File: config.mk
export PLATFORM = sky130hd
export DESIGN_NAME = brapq_div
export DESIGN_NICKNAME = d
export VERILOG_FILES = /design/src/rtl/brapq_pkg.sv /design/src/rtl/brapq_div.sv
export SDC_FILE = /design/constraint.sdc
export NUM_CORES = 1
export LEC_CHECK = 0
export BUFFER_PORTS_ARGS = -buffer_cell sky130_fd_sc_hd__clkbuf_2
export CORE_ASPECT_RATIO = 1.75
export CORE_MARGIN = 2
export CORE_UTILIZATION = 52
export CTS_CLUSTER_SIZE = 16
export DETAILED_ROUTE_END_ITERATION = 10
export PLACE_DENSITY = 0.89
export SLEW_MARGIN = 20
export SYNTH_ARGS = -nofsm -noshare
export SYNTH_HDL_FRONTEND = slang
export SYNTH_SLANG_ARGS = --single-unit
File: constraint.sdc
create_clock -name clk -period 2.1 [get_ports clk]
set_clock_uncertainty 0.1 [all_clocks]
set_input_delay 0.525 -clock clk [delete_from_list [all_inputs] [get_ports clk]]
set_output_delay 0.525 -clock clk [all_outputs]
set_load 0.02 [all_outputs]
File: src/rtl/brapq_pkg.sv
// ----------------------------------------------------------------------------
// brapq_pkg
// Shared constants and types for the blocked range-add / point-query store.
// ----------------------------------------------------------------------------
package brapq_pkg;

  localparam int MAX_ELEMENTS = 1024;
  localparam int MAX_BLOCKS   = 64;

  localparam int POS_W   = 11;                     // position field width
  localparam int IDX_W   = 10;                     // position - 1, block index
  localparam int BS_W    = 6;                      // block size register width
  localparam int VAL_W   = 64;
  localparam int ELEM_AW = $clog2(MAX_ELEMENTS);
  localparam int BLK_AW  = $clog2(MAX_BLOCKS);

  localparam logic [1:0] OP_ADD   = 2'd0;
  localparam logic [1:0] OP_QUERY = 2'd1;
  localparam logic [1:0] OP_LOAD  = 2'd2;

  localparam logic [0:0] REG_ELEMENT_COUNT = 1'd0;
  localparam logic [0:0] REG_BLOCK_SIZE    = 1'd1;

  localparam logic [2:0] REQ_NONE     = 3'd0;
  localparam logic [2:0] REQ_ELEM_ADD = 3'd1;
  localparam logic [2:0] REQ_TAG_ADD  = 3'd2;
  localparam logic [2:0] REQ_LOAD     = 3'd3;
  localparam logic [2:0] REQ_QUERY    = 3'd4;

  typedef struct packed {
    logic [2:0]         kind;
    logic [ELEM_AW-1:0] elem_addr;
    logic [BLK_AW-1:0]  tag_addr;
    logic               use_tag;
    logic [VAL_W-1:0]   value;
  } brapq_req_t;

endpackage

File: src/rtl/brapq_div.sv
// ----------------------------------------------------------------------------
// brapq_div
// Restoring divider, one quotient bit per cycle: position index by block size.
// ----------------------------------------------------------------------------
module brapq_div (
  input  logic                      clk,
  input  logic                      rst_n,
  input  logic                      start,
  input  logic [brapq_pkg::IDX_W-1:0] dividend,
  input  logic [brapq_pkg::BS_W-1:0]  divisor,
  output logic                      done,
  output logic [brapq_pkg::IDX_W-1:0] quo,
  output logic [brapq_pkg::BS_W-1:0]  rem
);
  import brapq_pkg::*;

  localparam int CNT_W = $clog2(IDX_W + 1);

  logic [IDX_W-1:0] quo_r, quo_nxt;
  logic [BS_W-1:0]  rem_r, rem_nxt;
  logic [BS_W-1:0]  dvs_r, dvs_nxt;
  logic [CNT_W-1:0] cnt_r, cnt_nxt;
  logic             busy_r, busy_nxt;
  logic             done_r, done_nxt;
  logic [BS_W:0]    shifted;
  logic [BS_W+1:0]  trial;

  assign shifted = {rem_r, quo_r[IDX_W-1]};
  assign trial   = {1'b0, shifted} - {2'b00, dvs_r};

  always_comb begin
    quo_nxt  = quo_r;
    rem_nxt  = rem_r;
    dvs_nxt  = dvs_r;
    cnt_nxt  = cnt_r;
    busy_nxt = busy_r;
    done_nxt = 1'b0;
    if (start) begin
      quo_nxt  = dividend;
      rem_nxt  = '0;
      dvs_nxt  = divisor;
      cnt_nxt  = CNT_W'(IDX_W);
      busy_nxt = 1'b1;
    end else if (busy_r) begin
      quo_nxt = {quo_r[IDX_W-2:0], ~trial[BS_W+1]};
      rem_nxt = trial[BS_W+1] ? shifted[BS_W-1:0] : trial[BS_W-1:0];
      cnt_nxt = cnt_r - CNT_W'(1);
      if (cnt_r == CNT_W'(1)) begin
        busy_nxt = 1'b0;
        done_nxt = 1'b1;
      end
    end
  end

  always_ff @(posedge clk) begin
    if (!rst_n) begin
      busy_r <= 1'b0;
      done_r <= 1'b0;
      cnt_r  <= '0;
    end else begin
      busy_r <= busy_nxt;
      done_r <= done_nxt;
      cnt_r  <= cnt_nxt;
    end
    quo_r <= quo_nxt;
    rem_r <= rem_nxt;
    dvs_r <= dvs_nxt;
  end

  assign done = done_r;
  assign quo  = quo_r;
  assign rem  = rem_r;

endmodule

; Word-level counts from Yosys, hierarchy flattened
; Cells that the tools add are included.
[op_classes]
n_addsub = 2
eq_ne = 1
n_mux = 9
bitwise = 3
reduce_logical = 3
[op_table]
columns = operator, n
row1 = 10-bit 2-to-1 mux, 2
row2 = 4-bit 2-to-1 mux, 2
row3 = 7-bit by 6-bit subtractor with 8-bit output, 1
row4 = 6-bit 2-to-1 mux, 1
row5 = 4-bit by 1-bit == test with 1-bit output (second input constant), 1
row6 = 1-bit 2-to-1 mux, 4
row7 = 4-bit by 1-bit subtractor with 4-bit output (second input constant), 1
row8 = 1-bit inverter, 3
row9 = 3-bit OR reduction, 1
row10 = 2-bit nonzero test, 1
row11 = 2-bit OR reduction, 1
[word_totals]
regBits = 28
inputBits = 19
out_inout_bits = 17
wordCells = 25

; Depth between registers and ports, before layout
; Gate-level depths: netlist of the first run.
[logic_depth]
word_depth = 4
ltp_mapped = 9
mapped_depth_nobuf = 9

; Worst setup path after synthesis of the first run
; Ideal clock, no wire load.
[synth_path]
path_type = reg-to-reg
startpoint = register quo_r[9], in the netlist quo[9]
endpoint = register rem_r[4], in the netlist rem[4]
setup_time_ns = 0.069
arrival_ns = 1.813
required_time_ns = 1.931
setup_slack_ns = 0.118
path_stages_with_launch = 10
n_path_buf = 0
synth_period_minus_slack_ns = 1.982
path_cell_list = edfxtp_1 inv_1 ha_1 inv_1 fa_1 a21o_1 a21oi_1 xnor2_1 mux2i_1 o21ai_1
[synth_between]
elab_chain_cells = 2
[synth_lines]
columns = element, line_no
row1 = start: declaration, brapq_div.sv:19  ; logic [IDX_W-1:0] quo_r, quo_nxt;
row2 = start signal: assignment, brapq_div.sv:65  ; quo_r <= quo_nxt;
row3 = 7-bit by 6-bit subtractor with 8-bit output, brapq_div.sv:29  ; assign trial = {1'b0, shifted} - {2'b00, dvs_r};
row4 = 6-bit 2-to-1 mux, brapq_div.sv:46  ; rem_nxt = trial[BS_W+1] ? shifted[BS_W-1:0] : trial[BS_W-1:0];
row5 = end signal: assignment, brapq_div.sv:66  ; rem_r <= rem_nxt;
row6 = end: declaration, brapq_div.sv:20  ; logic [BS_W-1:0] rem_r, rem_nxt;
; No other way between the ends.
; A chain may end at the register's enable or synchronous reset.

; Worst setup path after layout of the first run
[layout_path]
startpoint = register rem_r[3], in the netlist rem[3]
endpoint = register quo_r[0], in the netlist quo[0] (data pin)
[layout_between]
elab_chain_cells = 4
[layout_lines]
columns = element, line_no
row1 = 7-bit by 6-bit subtractor with 8-bit output, brapq_div.sv:29
row2 = 1-bit inverter, brapq_div.sv:45  ; quo_nxt = {quo_r[IDX_W-2:0], ~trial[BS_W+1]};
row3 = 10-bit 2-to-1 mux, brapq_div.sv:44  ; end else if (busy_r) begin
row4 = 10-bit 2-to-1 mux, brapq_div.sv:38  ; if (start) begin
row5 = named net quo_nxt[0], brapq_div.sv:19
; The timed path passes the listed nets, and every way through them passes these cells. The select of a mux whose other input is x is not followed.

==> flow_metrics.env, run 1 <==
export IMPL_dp_cells=180
export IMPL_clockBufferDepth=2
export IMPL_syn_area_um2=1410
export IMPL_fmax_mhz=503
export IMPL_synth_ff_latch_count=28
export IMPL_syn_num_nets=145
export IMPL_grt_max_degree=17
export IMPL_yosysSeqAreaShare_pct=51.1
export IMPL_chipHeight_um=72.9
export IMPL_critical_path_class="flip-flop to flip-flop"
export IMPL_period_minus_slack_ns=1.99
export IMPL_finalWeightedCongestion=0.808
export IMPL_antenna_left=0
export IMPL_relSlewSlack_pct=76.1
export IMPL_ys_warn_count=0
export IMPL_critPathLaunchType="flip-flop"
export IMPL_area_delta_synth_final_pct=21.8
export IMPL_path_cells="ha_1, or2_0, a21oi_1, a31oi_4, mux2_1"
export IMPL_cpPeakStageDelay_ns=0.35
export IMPL_critPathSlowestCell="dfxtp_1"
export IMPL_synth_edff_count=16
export IMPL_p_leak_nw=0.756
export IMPL_drc=0
export IMPL_cp_end_kind="flip-flop"
export IMPL_io_pins=36
export IMPL_yosysUniqueCellTypes=35
export IMPL_routed_wl_um=2530
export IMPL_dr_pass1_iters=2
export IMPL_fin_cells=185
export IMPL_grt_antenna_before_repair=0
export IMPL_coreArea_um2=2630
export IMPL_initial_core_util_pct=53.7
export IMPL_hold_class="input pin to flip-flop"
export IMPL_vias=977
export IMPL_die_area_um2=3160
export IMPL_critPathMaxFanout=6
export IMPL_synthMuxAreaShare_pct=11.9
export IMPL_drive_gt1_share_pct=41.8
export IMPL_avgSynthCellArea_um2=12.1
export IMPL_rsz0062_at_grt="no"
export IMPL_dpl_instance_area_um2=1640
export IMPL_std_cell_rows=25
export IMPL_grt_pass1_wl_um=4200
export IMPL_fp_dieW_um=43.4
export IMPL_dp_hpwl_um=2080
export IMPL_nets=187
export IMPL_total_power_mw=1.29
export IMPL_finalMaxSlewViolations=0
export IMPL_timing_final_ws_setup_ns=0.114
export IMPL_async_flop_share_pct=0
export IMPL_place_ws_ns=0.0869
export IMPL_timing_rr_start="rem[3]"
export IMPL_cts_tree="done"
export IMPL_numPortBuffers=35
export IMPL_crit_family="compound AO/OA/AOI/OAI gates"
export IMPL_clk_latency_ns=0.27
export IMPL_synth_top_family_by_area="multiplexers"
export IMPL_clkTransAtPathRegs_ns=0.09
export IMPL_ctsHoldBuffers=0
export IMPL_cts_buffers=3
export IMPL_finalSetupViolCount=0
export IMPL_synthFlopType="edfxtp_1"
export IMPL_htree_levels=1
export IMPL_critPathRequiredTime_ns=2.03
export IMPL_arrival_ns=1.91
export IMPL_post_route_util_pct=65.4
export IMPL_wire_per_inst_um=13.7
export IMPL_status="finished clean"
export IMPL_synth_compound_area_share_pct=10.6
export IMPL_period_share_pct=94.6
export IMPL_crit_start="rem[3]"
export IMPL_synth_adder_area_share_pct=8.52
export IMPL_synthCells=117
export IMPL_overflow=0
export IMPL_critical_path_buf_inv_count=0
export IMPL_synth_xor_area_share_pct=3.73
export IMPL_grt_usage_pct=17.7
export IMPL_cap_violations=0
export IMPL_min_delay_start="divisor[5]"
export IMPL_synth_simple_area_share_pct=10.2
export IMPL_final_area_um2=1720
export IMPL_ir_worst_vdd_mv=0.638
export IMPL_viasPerCell=5.28
export IMPL_cts_root_buf="clkbuf_8"
export IMPL_power_per_cell_area_nw_per_um2=751
export IMPL_grt_pass1_vias=980
export IMPL_dr_first_iter_drc_count=13
export IMPL_finalSetupTns_ns=0
export IMPL_hold_ws_ns=0.321
export IMPL_tightest_slew_ns=0.359
export IMPL_diodes=0
export IMPL_hold_viol=0
export IMPL_clkSinkCount=28
-- sequential cells by signal, indices dropped and copies added, names as in the netlist --
register / cells
busy_r: 1
rem: 6
dvs_r: 6
done: 1
quo: 10
cnt_r: 4
-- synthesized netlist by cell type, types with 2 or more instances --
| library cell | count | area share, % |
|---|---|---|
| a21oi_1 | 4 | 1.4 |
| buf_2 | 2 | 0.71 |
| dfxtp_1 | 12 | 17 |
| edfxtp_1 | 16 | 34 |
| ha_1 | 8 | 7.1 |
| inv_1 | 11 | 2.9 |
| mux2_2 | 9 | 7.2 |
| mux2i_1 | 4 | 2.8 |
| nand2_1 | 8 | 2.1 |
| nand2b_1 | 2 | 0.89 |
| nor2_1 | 9 | 2.4 |
| o21a_1 | 2 | 1.1 |
| o21ai_1 | 3 | 1.1 |
| or2_4 | 2 | 1.2 |
| xnor2_1 | 3 | 1.9 |
| xor2_1 | 3 | 1.9 |
-- area by class of cell --
cell class | instances | area (um^2)
Clock buffer | 4 | 66.3
Fill cell | 205 | 910
Inverter | 11 | 41.3
Multi-Input combinational cell | 75 | 643
Sequential cell | 28 | 721
Tap cell | 27 | 33.8
Timing Repair Buffer | 40 | 213
-- path summary, 6_finish.rpt --
| check | end | slack, ns | cells after the start |
|---|---|---|---|
| worst max register to register | quo[0] | 0.11 | 5 |
| worst max-delay path | quo[0] | 0.11 | 5 |
| worst min register to register | rem[4] | 0.39 | 2 |
| worst min-delay path | dvs_r[5] | 0.32 | 1 |
-- cell usage in the layout, fill, tap and decap left out, types with 2 or more instances in the layout --
| cell | n |
|---|---|
| nand2_1 | 8 |
| edfxtp_1 | 16 |
| clkbuf_8 | 3 |
| or2_4 | 2 |
| dfxtp_1 | 12 |
| inv_1 | 11 |
| nor2_1 | 9 |
| clkbuf_2 | 35 |
| o21ai_1 | 3 |
| buf_4 | 5 |
| ha_1 | 7 |
| o21a_1 | 2 |
| a21oi_1 | 3 |
| xor2_1 | 3 |
| xnor2_1 | 3 |
| mux2_2 | 9 |
| mux2i_1 | 4 |
| nand2b_1 | 2 |
-- per-layer routing --
layer	GRT usage, %	share of wire, %	up-vias
met3	3.47	5.1	4
met1	20.3	37	455
met2	31.8	57	30
met4	6.06	1.1	0
met5	0	0	-
li1	-	-	488
-- cells by family after synthesis --
logic type               after synthesis
flip-flops                            28
AND/OR/NAND/NOR                       28
buffers and inverters                 14
multiplexers                          15
AO/OA/AOI/OAI                         17
adder cells (fa/ha/maj)                9
XOR/XNOR                               6
-- report_power, final --
group	total [mW]	switching (mW)	leakage (nW)	internal [mW]
Sequential	0.655	0.0273	0.258	0.628
Clock	0.371	0.164	0.0339	0.207
Combinational	0.265	0.142	0.464	0.122
-- what timing repair did --
item,4_1_cts,5_1_grt
endpoints found under the setup margin,0,1
resized for setup,0,3
buffers inserted,0,1
-- worst reg2reg max path, delay by kind of cell (launching register included) --
kind	cells	cell delay (ns)
DFF	1	0.35
muxes	1	0.33
adders and majority gates	1	0.33
and+or+nand+nor	1	0.26
AOI/OAI and AO/OA	2	0.38
No activity file was read; power rests on OpenSTA's default activity.
==> run 2: changes to the inputs <==
CORE_UTILIZATION = 54   (was 52)
CTS_BUF_LIST = sky130_fd_sc_hd__clkbuf_2 sky130_fd_sc_hd__clkbuf_4 sky130_fd_sc_hd__clkbuf_8   (was not set)
PLACE_DENSITY = 0.91   (was 0.89)
REMOVE_ABC_BUFFERS = 1   (was not set)
SETUP_SLACK_MARGIN = 0.3   (was not set)
==> run 2 against run 1 <==
  * Power rose by 6.1%
  * Core utilization increased by 5.4 points
  * Sequential share of layout area down 1.1 points
  * Via count increased by 2.9%
  * Sequential power about the same
  * Clock-buffer cell count decreased by 1
  * Wire length rose by 14%
  * Cell count increased by 1.1%
  * Setup slack improved by 0.020 ns
==> flow_metrics.env, run 2 (same netlist as run 1, synthesis figures left out) <==
export IMPL_status="finished clean"
export IMPL_grt_max_degree=17
export IMPL_grt_pass1_wl_um=4850
export IMPL_drc=0
export IMPL_grt_antenna_before_repair=0
export IMPL_cap_violations=0
export IMPL_largest_reg_flops=10
export IMPL_coreArea_um2=2490
export IMPL_cp_end_kind="flip-flop"
export IMPL_finalMaxSlewViolations=0
export IMPL_routed_wl_um=2870
export IMPL_relSlewSlack_pct=75.6
export IMPL_critPathLaunchType="flip-flop"
export IMPL_critical_path_class="flip-flop to flip-flop"
export IMPL_finalSetupViolCount=0
export IMPL_cts_buffers=3
export IMPL_tightest_slew_ns=0.366
export IMPL_arrival_ns=2.07
export IMPL_hold_class="input pin to flip-flop"
export IMPL_clkTransAtPathRegs_ns=0.09
export IMPL_ctsHoldBuffers=0
export IMPL_critical_path_buf_inv_count=1
export IMPL_finalSetupTns_ns=0
export IMPL_critPathMaxFanout=6
export IMPL_area_delta_synth_final_pct=25.0
export IMPL_dpl_instance_area_um2=1630
export IMPL_clkSinkCount=28
export IMPL_ir_worst_vdd_mv=0.632
export IMPL_critPathSlowestCell="edfxtp_1"
export IMPL_nets=190
export IMPL_dr_first_iter_drc_count=18
export IMPL_grt_usage_pct=20.9
export IMPL_period_share_pct=93.6
export IMPL_final_area_um2=1760
export IMPL_dp_cells=178
export IMPL_htree_levels=1
export IMPL_cts_tree="done"
export IMPL_cpPeakStageDelay_ns=0.43
export IMPL_period_minus_slack_ns=1.97
export IMPL_finalWeightedCongestion=0.806
export IMPL_hold_viol=0
export IMPL_grt_pass1_vias=1083
export IMPL_final_common_cell="clkbuf_2"
export IMPL_cts_root_buf="clkbuf_8"
export IMPL_path_cells="ha_4, buf_4, nor2b_4, o211ai_4, a31oi_4, mux2_4, o21ai_2"
export IMPL_power_per_cell_area_nw_per_um2=777
export IMPL_dp_hpwl_um=2190
export IMPL_fin_cells=187
export IMPL_dr_pass1_iters=4
export IMPL_viasPerCell=5.37
export IMPL_overflow=0
export IMPL_clockBufferDepth=2
export IMPL_wire_per_inst_um=15.4
export IMPL_std_cell_rows=24
export IMPL_drive_gt1_share_pct=44.7
export IMPL_vias=1005
export IMPL_p_leak_nw=0.779
export IMPL_crit_family="compound AO/OA/AOI/OAI gates"
export IMPL_fmax_mhz=509
export IMPL_numPortBuffers=35
export IMPL_antenna_left=0
export IMPL_fp_dieW_um=42.6
export IMPL_clk_latency_ns=0.28
export IMPL_rsz0062_at_grt="yes"
export IMPL_diodes=0
export IMPL_chipHeight_um=71.6
export IMPL_layout_common_cells="clkbuf_2 (35), edfxtp_1 (16), dfxtp_1 (12)"
export IMPL_critPathRequiredTime_ns=2.21
export IMPL_io_pins=36
export IMPL_die_area_um2=3050
export IMPL_initial_core_util_pct=56.6
## run 2: cell type report
class	count	area, um^2
clock buffer	3	41.3
clock inverter	1	30.0
fill	188	729
inverter	11	41.3
multi-input combinational	75	662
sequential	28	721
tap	26	32.5
timing repair buffer	43	235
## run 2: report_power, final
group	internal (mW)	switching [mW]	leakage, nW	total (mW)
Clock	0.255	0.163	0.0357	0.418
Combinational	0.138	0.155	0.485	0.294
Sequential	0.628	0.0288	0.258	0.657
## run 2: routing by layer
metal	wire [um]	GRT usage (%)	up-vias	share of wire [%]
li1	-	-	494	-
met1	1070	22.5	479	37
met2	1670	39.4	26	58
met3	81	2.77	6	2.8
met4	52	8.33	0	1.8
met5	0	0	-	0
## run 2: timing repair
action / in CTS / in global routing
pin swaps: 9 / 6
setup endpoints to repair: 7 / 7
gates resized for setup: 7 / 3
gates cloned: 0 / 0
buffers inserted: 3 / 2
## run 2: final timing paths
path | from | end | slack [ns] | depth (start not counted)
hold / removal | divisor[5] | dvs_r[5] | 0.32 | 1
hold reg to reg | rem[5] | rem[5] | 0.41 | 2
setup / recovery | dvs_r[0] | rem[0] | 0.13 | 7
setup reg to reg | dvs_r[0] | rem[0] | 0.13 | 7
## run 2: stage by stage
stage | setup slack (ns) | power, mW | hold slack [ns] | utilization [%]
floorplan | 0.118 | 0.839 | 0.403 | -
global placement | 0.100 | 0.913 | 0.371 | 65.3
detailed placement | 0.0156 | 0.930 | 0.396 | 65.3
CTS | 0.121 | 1.36 | 0.316 | 70.0
global route | 0.0623 | 1.42 | 0.315 | 70.7
finish | 0.134 | 1.37 | 0.316 | 70.7
## run 2: worst register-to-register path, stage by stage, from the launching register on
cell      delay [ns]
edfxtp_1        0.43
ha_4            0.19
buf_4           0.14
nor2b_4         0.13
o211ai_4        0.11
a31oi_4         0.32
mux2_4          0.34
o21ai_2         0.13
